`config.mk`:
```
export PLATFORM = sky130hd
export DESIGN_NAME = http_header_field_extractor_top
export DESIGN_NICKNAME = d
export VERILOG_FILES = /design/src/design/hhfx_pkg.sv /design/src/design/http_header_field_extractor_top.sv
export SDC_FILE = /design/constraint.sdc
export NUM_CORES = 1
export LEC_CHECK = 0
export BUFFER_PORTS_ARGS = -buffer_cell sky130_fd_sc_hd__buf_2
export CORE_ASPECT_RATIO = 1.5
export CORE_UTILIZATION = 30
export CTS_BUF_LIST = sky130_fd_sc_hd__clkbuf_16
export DETAILED_ROUTE_END_ITERATION = 10
export GPL_ROUTABILITY_DRIVEN = 0
export PLACE_DENSITY = 0.51
export REMOVE_ABC_BUFFERS = 1
export SYNTH_ARGS = -nofsm -noshare
export SYNTH_HDL_FRONTEND = slang
export SYNTH_SLANG_ARGS = --single-unit
```
`constraint.sdc`:
```
create_clock -name clk -period 12.1 [get_ports clk]
set_input_delay 1.21 -clock clk [delete_from_list [all_inputs] [get_ports clk]]
set_output_delay 1.21 -clock clk [all_outputs]
set_load 0.005 [all_outputs]
```
`src/design/hhfx_pkg.sv`:
```
// Shared constants and request/result types of the HTTP header field extractor.
`default_nettype none
package hhfx_pkg;

  localparam int LINE_BUF    = 4096;
  localparam int NUM_KEYS    = 4;
  localparam int MAX_KEY_LEN = 32;

  localparam int LC_W       = 13;
  localparam int KEY_SLOT_W = 2;
  localparam int KEY_POS_W  = 5;
  localparam int KEY_LEN_W  = 6;
  localparam int LIMIT_W    = 3;

  localparam logic [7:0] CH_LF    = 8'h0A;
  localparam logic [7:0] CH_CR    = 8'h0D;
  localparam logic [7:0] CH_SP    = 8'h20;
  localparam logic [7:0] CH_COLON = 8'h3A;

  localparam logic [1:0] CMD_HDR_BYTE = 2'd0;
  localparam logic [1:0] CMD_KEY_CHAR = 2'd1;
  localparam logic [1:0] CMD_KEY_LEN  = 2'd2;
  localparam logic [1:0] CMD_START    = 2'd3;

  localparam logic [2:0] KIND_VALUE_BYTE    = 3'd0;
  localparam logic [2:0] KIND_VALUE_RESTART = 3'd1;
  localparam logic [2:0] KIND_VALUE_DONE    = 3'd2;
  localparam logic [2:0] KIND_STATUS_BYTE   = 3'd3;
  localparam logic [2:0] KIND_STATUS_DONE   = 3'd4;
  localparam logic [2:0] KIND_HEADER_END    = 3'd5;

  localparam logic [1:0] REG_KEYS_IN_USE = 2'd0;
  localparam logic [1:0] REG_KEEP_STATUS = 2'd1;

  typedef struct packed {
    logic [1:0]            cmd;
    logic [7:0]            byte_value;
    logic [KEY_SLOT_W-1:0] key_slot;
    logic [KEY_POS_W-1:0]  key_pos;
    logic [KEY_LEN_W-1:0]  key_len;
  } item_t;

  typedef struct packed {
    logic [2:0]            kind;
    logic [7:0]            data_byte;
    logic [KEY_SLOT_W-1:0] matched_key;
    logic [LC_W-1:0]       length;
  } result_t;

endpackage
`default_nettype wire

```
`src/design/http_header_field_extractor_top.sv`:
```
// Top level of the HTTP header field extractor: key lanes, line state and result buffer.
//
//  channel  | signals                           | direction | payload
//  ---------+-----------------------------------+-----------+------------------
//  request  | hdr_valid, hdr_stall, hdr_item    | in        | hhfx_pkg::item_t
//  result   | res_valid, res_stall, res_item    | out       | hhfx_pkg::result_t
//  config   | cfg_valid, cfg_ready, cfg_index,  | in        | 3-bit register data
//           | cfg_data                          |           |
//
//  One request is taken every cycle while hdr_stall is low; its result, if any,
//  is registered into a two-entry result buffer that lets requests continue
//  while one result is stalled; hdr_stall rises only when both entries are full.
//  Key characters sit in one 32-entry bank per lane, read through a register at the
//  next line position. rst clears all control state; key characters are
//  undefined until written, so no clearing pass follows reset.
`default_nettype none
module http_header_field_extractor_top (
  input  wire logic               clk,
  input  wire logic               rst,
  input  wire logic               hdr_valid,
  output logic                    hdr_stall,
  input  wire hhfx_pkg::item_t    hdr_item,
  output logic                    res_valid,
  input  wire logic               res_stall,
  output hhfx_pkg::result_t       res_item,
  input  wire logic               cfg_valid,
  output logic                    cfg_ready,
  input  wire logic [1:0]         cfg_index,
  input  wire logic [2:0]         cfg_data
);

  localparam logic [1:0] PH_IDLE   = 2'd0;
  localparam logic [1:0] PH_STATUS = 2'd1;
  localparam logic [1:0] PH_FIELDS = 2'd2;
  localparam logic [1:0] PH_DONE   = 2'd3;

  localparam int NK  = hhfx_pkg::NUM_KEYS;
  localparam int LCW = hhfx_pkg::LC_W;
  localparam int KLW = hhfx_pkg::KEY_LEN_W;
  localparam int KSW = hhfx_pkg::KEY_SLOT_W;
  localparam int KPW = hhfx_pkg::KEY_POS_W;

  logic [hhfx_pkg::LIMIT_W-1:0] keys_in_use;
  logic                         keep_status;

  logic [1:0]      phase, phase_next;
  logic [LCW-1:0]  line_count, line_count_next;
  logic [7:0]      last_stored, last_stored_next;
  logic [KSW-1:0]  selected_key, selected_key_next;
  logic            key_sel, key_sel_next;
  logic [NK-1:0]   alive, alive_next;
  logic [NK-1:0]   alive_before, alive_before_next;
  logic [KLW-1:0]  key_len [NK];
  logic [KLW-1:0]  key_len_next [NK];

  logic [NK-1:0]   lane_ok;
  logic            match_any;
  logic [KSW-1:0]  match_idx;
  logic [hhfx_pkg::LIMIT_W-1:0] limit;
  logic [LCW-1:0]  want;
  logic [KLW-1:0]  len_sat;

  logic              acc;
  logic              key_we;
  logic              push;
  logic              pop;
  hhfx_pkg::result_t res_new;
  hhfx_pkg::result_t head, tail;
  logic [1:0]        cnt, cnt_next;

  assign acc       = hdr_valid && !hdr_stall;
  assign key_we    = acc && (hdr_item.cmd == hhfx_pkg::CMD_KEY_CHAR);
  assign cfg_ready = 1'b1;
  assign hdr_stall = (cnt == 2'd2);
  assign res_valid = (cnt != 2'd0);
  assign res_item  = head;
  assign pop       = res_valid && !res_stall;

  always_ff @(posedge clk) begin
    if (rst) begin
      keys_in_use <= '0;
      keep_status <= 1'b0;
    end else if (cfg_valid && cfg_ready) begin
      case (cfg_index)
        hhfx_pkg::REG_KEYS_IN_USE: keys_in_use <= cfg_data;
        hhfx_pkg::REG_KEEP_STATUS: keep_status <= cfg_data[0];
        default: ;
      endcase
    end
  end

  for (genvar g = 0; g < NK; g++) begin : g_lane
    logic [7:0] lane_mem [hhfx_pkg::MAX_KEY_LEN];
    logic [7:0] lane_rd;

    always_ff @(posedge clk) begin
      if (key_we && (hdr_item.key_slot == KSW'(g))) begin
        lane_mem[hdr_item.key_pos] <= hdr_item.byte_value;
      end
      if (key_we && (hdr_item.key_slot == KSW'(g)) &&
          (hdr_item.key_pos == line_count_next[KPW-1:0])) begin
        lane_rd <= hdr_item.byte_value;
      end else begin
        lane_rd <= lane_mem[line_count_next[KPW-1:0]];
      end
    end

    assign lane_ok[g] = (line_count < LCW'(key_len[g])) &&
                        (line_count < LCW'(hhfx_pkg::MAX_KEY_LEN)) &&
                        (lane_rd == hdr_item.byte_value);
  end

  assign limit   = (keys_in_use > hhfx_pkg::LIMIT_W'(NK)) ?
                   hhfx_pkg::LIMIT_W'(NK) : keys_in_use;
  assign want    = line_count - LCW'(1);
  assign len_sat = (hdr_item.key_len > KLW'(hhfx_pkg::MAX_KEY_LEN)) ?
                   KLW'(hhfx_pkg::MAX_KEY_LEN) : hdr_item.key_len;

  always_comb begin
    match_any = 1'b0;
    match_idx = '0;
    for (int k = NK - 1; k >= 0; k--) begin
      if ((hhfx_pkg::LIMIT_W'(k) < limit) && alive_before[k] &&
          (LCW'(key_len[k]) == want)) begin
        match_any = 1'b1;
        match_idx = KSW'(k);
      end
    end
  end

  always_comb begin
    phase_next        = phase;
    line_count_next   = line_count;
    last_stored_next  = last_stored;
    selected_key_next = selected_key;
    key_sel_next      = key_sel;
    alive_next        = alive;
    alive_before_next = alive_before;
    for (int k = 0; k < NK; k++) begin
      key_len_next[k] = key_len[k];
    end
    push    = 1'b0;
    res_new = '0;
    if (acc) begin
      case (hdr_item.cmd)
        hhfx_pkg::CMD_KEY_LEN: begin
          key_len_next[hdr_item.key_slot] = len_sat;
        end
        hhfx_pkg::CMD_START: begin
          phase_next        = PH_STATUS;
          selected_key_next = '0;
          key_sel_next      = 1'b0;
          line_count_next   = '0;
          last_stored_next  = '0;
          alive_next        = '1;
          alive_before_next = '1;
        end
        hhfx_pkg::CMD_HDR_BYTE: begin
          if (phase == PH_STATUS) begin
            if (hdr_item.byte_value == hhfx_pkg::CH_LF) begin
              phase_next        = PH_FIELDS;
              line_count_next   = '0;
              last_stored_next  = '0;
              alive_next        = '1;
              alive_before_next = '1;
              push              = keep_status;
              res_new.kind      = hhfx_pkg::KIND_STATUS_DONE;
              res_new.length    = line_count;
            end else if (line_count < LCW'(hhfx_pkg::LINE_BUF)) begin
              alive_before_next = alive;
              alive_next        = alive & lane_ok;
              last_stored_next  = hdr_item.byte_value;
              line_count_next   = line_count + LCW'(1);
              push              = keep_status;
              res_new.kind      = hhfx_pkg::KIND_STATUS_BYTE;
              res_new.data_byte = hdr_item.byte_value;
            end
          end else if (phase == PH_FIELDS) begin
            if (hdr_item.byte_value == hhfx_pkg::CH_CR) begin
              push = 1'b0;
            end else if (hdr_item.byte_value == hhfx_pkg::CH_LF) begin
              if (line_count == '0) begin
                phase_next   = PH_DONE;
                push         = 1'b1;
                res_new.kind = hhfx_pkg::KIND_HEADER_END;
              end else begin
                key_sel_next        = 1'b0;
                selected_key_next   = '0;
                line_count_next     = '0;
                last_stored_next    = '0;
                alive_next          = '1;
                alive_before_next   = '1;
                push                = key_sel;
                res_new.kind        = hhfx_pkg::KIND_VALUE_DONE;
                res_new.matched_key = selected_key;
                res_new.length      = line_count;
              end
            end else if ((hdr_item.byte_value == hhfx_pkg::CH_SP) &&
                         (line_count != '0) &&
                         (last_stored == hhfx_pkg::CH_COLON)) begin
              if (match_any) begin
                selected_key_next = match_idx;
                key_sel_next      = 1'b1;
              end
              line_count_next     = '0;
              last_stored_next    = '0;
              alive_next          = '1;
              alive_before_next   = '1;
              push                = key_sel;
              res_new.kind        = hhfx_pkg::KIND_VALUE_RESTART;
              res_new.matched_key = selected_key;
              res_new.length      = line_count;
            end else if (line_count < LCW'(hhfx_pkg::LINE_BUF)) begin
              alive_before_next   = alive;
              alive_next          = alive & lane_ok;
              last_stored_next    = hdr_item.byte_value;
              line_count_next     = line_count + LCW'(1);
              push                = key_sel;
              res_new.kind        = hhfx_pkg::KIND_VALUE_BYTE;
              res_new.data_byte   = hdr_item.byte_value;
              res_new.matched_key = selected_key;
            end
          end
        end
        default: ;
      endcase
    end
  end

  always_ff @(posedge clk) begin
    if (rst) begin
      phase        <= PH_IDLE;
      line_count   <= '0;
      last_stored  <= '0;
      selected_key <= '0;
      key_sel      <= 1'b0;
      alive        <= '1;
      alive_before <= '1;
      for (int k = 0; k < NK; k++) begin
        key_len[k] <= '0;
      end
    end else begin
      phase        <= phase_next;
      line_count   <= line_count_next;
      last_stored  <= last_stored_next;
      selected_key <= selected_key_next;
      key_sel      <= key_sel_next;
      alive        <= alive_next;
      alive_before <= alive_before_next;
      for (int k = 0; k < NK; k++) begin
        key_len[k] <= key_len_next[k];
      end
    end
  end

  assign cnt_next = cnt + {1'b0, push} - {1'b0, pop};

  always_ff @(posedge clk) begin
    if (rst) begin
      cnt <= '0;
    end else begin
      cnt <= cnt_next;
    end
  end

  always_ff @(posedge clk) begin
    if (pop && (cnt == 2'd2)) begin
      head <= tail;
    end else if (push && ((cnt == 2'd0) || ((cnt == 2'd1) && pop))) begin
      head <= res_new;
    end
    if (push && (cnt == 2'd1) && !pop) begin
      tail <= res_new;
    end
  end

`ifndef SYNTHESIS
  a_no_push_when_full: assert property (@(posedge clk) disable iff (rst)
    push |-> (cnt != 2'd2))
    else $error("result pushed into a full buffer");

  a_idle_bytes_silent: assert property (@(posedge clk) disable iff (rst)
    (acc && (hdr_item.cmd == hhfx_pkg::CMD_HDR_BYTE) &&
     ((phase == PH_IDLE) || (phase == PH_DONE))) |-> !push)
    else $error("header byte outside a header produced a result");

  a_status_lf: assert property (@(posedge clk) disable iff (rst)
    (acc && (hdr_item.cmd == hhfx_pkg::CMD_HDR_BYTE) && (phase == PH_STATUS) &&
     (hdr_item.byte_value == hhfx_pkg::CH_LF)) |=>
    ((phase == PH_FIELDS) && (line_count == '0)))
    else $error("status line end did not enter field lines");

  a_value_needs_key: assert property (@(posedge clk) disable iff (rst)
    (push && (res_new.kind == hhfx_pkg::KIND_VALUE_BYTE)) |-> key_sel)
    else $error("value byte without a selected key");
`endif

endmodule
`default_nettype wire
```
==> reports/metrics.yaml <==
netlist_area_um2: 46400
synth_top_area_share_pct: 69.7
tns_ns: 0
grt_pass1_vias: 25300
via_per_inst: 5.02
core_um2: 153000
vias: 24100
grt.met3_usage_pct: 2.54
slowest_delay_ns: 0.90
rsz0062_at_grt: "false"
drive_gt1_share_pct: 19.9
min_path_type: "flop to flop"
post_drt_wl_per_cell_um: 26.5
min_from: "selected_key[0]"
clock_latency_ns: 0.75
synth_top_area_cell: "edfxtp_1"
status: "finished clean"
path_class: "flop to flop"
setup-violations-final: 0
gr-usage-met2_pct: 30.1
slew-limit-headroom_pct: 13.7
yosysMostFrequentCell: "edfxtp_1"
post_cts_resized: 0
max_freq_mhz: 227
postRouteAntennaNets: 0
die_x_um: 323
syn_inst: 2578
post-cts-setup-buffers: 0
globalRouteMet1Util_pct: 18.6
port_buffers: 60
track_usage_pct: 16.3
first_pass_iters: 7
overflow: 0
ys_types: 67
clock-sinks: 1145
row_count: 176
reg2reg_depth: 9
initial_core_util_pct: 30.2
yosys_warnings: 0
rr_endpoint: "alive[2]"
postCtsHoldBufs: 0
fin_crit_sh_pct: 36.4
fin_nets: 2725
dp_hpwl_mm: 83.5
cp-start-kind: "flop"
nFillCells: 14400
grt_pass1_wl_mm: 184
power.density_nw_per_um2: 151
drt_iter0_drc: 1886
top_usage_layer: "met2"
die_h_um: 484
worstPathArrival_ns: 5.08
syn_avg_cell_area_um2: 18.0
drc_errors: 0
worst_slew_pin_slew_ns: 1.29
ios: 62
hold_violations: 0
maxCapViolations: 0
power.leakage_nw: 16.4
cp_cell_sequence: "buf_12, buf_4, mux4_2, mux2i_1, o22ai_1, a211oi_1, xor2_1, nand4_1, o21ai_0"
rrSetupSlack_ns: 7.69
synth-seq-cells: 1145
report.final.slew_viol_count: 0
tritoncts: "built"
vdd_ir_drop_max_uv: 104
ctsHtreeMaxLevel: 3
synth_edf_count: 1076
clk_pin_slew_worst_paths_ns: 0.07
critPathRequiredTime_ns: 12.78
wl_mm: 127
crit_path_top_delay_cell: "dfxtp_4"
synth_seq_area_share_pct: 72.6
register_area_um2: 33700
antenna_found_initial: 7
fin_crit_ns: 4.41
hold_depth: 2
holdPathEnd: "selected_key[0]"
area_growth_pct: 13.6
multi_input_area_um2: 12000
synth_commonest_cells: "1076 x edfxtp_1, 238 x mux4_2, 228 x nor2_1, 110 x mux2i_1, 109 x nand2_1"
grt_max_degree: 125
die-area_um2: 156000
critPathMaxFanout: 104
synth.area.top_cells: "edfxtp_1 70%, mux4_2 12%, dfxtp_1 3.0%"
synth-async-reset-ratio_pct: 0
cp-end-kind: "flop"
fin_skew_ns: 0.0420
cts.path.max_buffers: 3
cts_buffers: 106
synthFlopType: "edfxtp_1"
cts_root_buffer: "clkbuf_16"
whs_ns: 0.476
==> how the worst max path moves through the flow <==
stage / slack (ns) / from / to / cells past startpoint
detailed placement: 7.57 / hdr_item[16] / res_item[17] / 9
floorplan: 1.16 / flop / alive[1] / 8
global placement: 7.75 / flop / alive[2] / 9
finish: 7.69 / flop / alive[2] / 9
global route: 7.34 / flop / alive[2] / 9
CTS: 7.67 / flop / alive[2] / 9
==> state kept, by name, summed over array words and instances (netlist names), named ones only <==
register,cells
key_len,24
line_count,13
alive,4
key_sel,1
g_lane.lane_mem,1024
res_item,26
tail,26
last_stored,8
phase,2
keep_status,1
cnt,2
keys_in_use,3
alive_before,4
selected_key,2
==> kinds of logic (layout without fill, tap and decap cells) <==
logic type	after synthesis	in the layout	synth area share, %
and+or+nand+nor	547	547	5.59
DFF	1145	1145	72.6
other	1	6	0.00808
muxes	369	369	14.4
AOI/OAI and AO/OA	242	242	3.59
buffers and inverters	177	346	1.59
xor gates and xnor gates	62	62	1.20
adders and majority gates	35	35	0.944
==> through the flow <==
step	area, um^2	utilization (%)	total power, W	cells	setup slack, ns
3_5_place_dp	49100	32.0	0.00463	4596	7.57
4_1_cts	52700	34.3	0.00805	4794	7.67
2_1_floorplan	45800	-	0.00450	2440	1.16
6_report	52700	34.3	0.00798	4799	7.69
3_3_place_gp	49100	32.0	0.00462	4596	7.75
5_1_grt	52700	34.3	0.00819	4798	7.34
==> layout by cell type, fill, tap and decap left out, drive strengths merged, types with 19 or more instances in the layout <==
master  synthesis  layout
mux2           21      21
dfxtp          69      69
mux2i         110     110
xnor2          42      42
nand2         109     109
nor2b          41      41
edfxtp       1076    1076
nand3          20      20
a211oi         31      31
buf            73     109
xor2           19      19
o22ai          34      34
nor3           23      23
inv            39      67
clkinv          0      41
nor2          228     228
clkbuf         65     107
mux4          238     238
ha             35      35
a21o           30      30
o21ai          27      27
a22oi          21      21
and2           33      33
a21oi          34      34
==> routing by layer <==
metal | vias up | share of wire [%]
li1 | 10400 | -
met1 | 12800 | 38
met2 | 697 | 54
met3 | 212 | 4.5
met4 | 4 | 3.6
met5 | - | 0.020
==> final cells by class <==
class	instances	share of cell area, %
flip-flops and latches	1145	64.0
repair buffers	109	1.35
clock buffers	107	5.08
well taps	2047	4.86
clock inverters	91	1.69
multi-input cells	1256	22.7
diodes	5	0.0238
inverters	39	0.278
==> critical path: cells and delay by family (launching register included) <==
family,cells,cell delay (ns)
AO/OA/AOI/OAI,3,0.69
XOR/XNOR,1,0.19
buffers and inverters,2,1.38
flip-flops,1,0.90
multiplexers,2,0.78
AND/OR/NAND/NOR,1,0.14
==> power breakdown <==
| part | internal (W) | total (W) | switching, W | leakage (nW) |
|---|---|---|---|---|
| Combinational | 0.0000479 | 0.000192 | 0.000144 | 4.33 |
| Clock | 0.00192 | 0.00344 | 0.00152 | 1.80 |
| Sequential | 0.00434 | 0.00434 | 0.00000822 | 10.3 |
(Power assumes the default switching activity.)
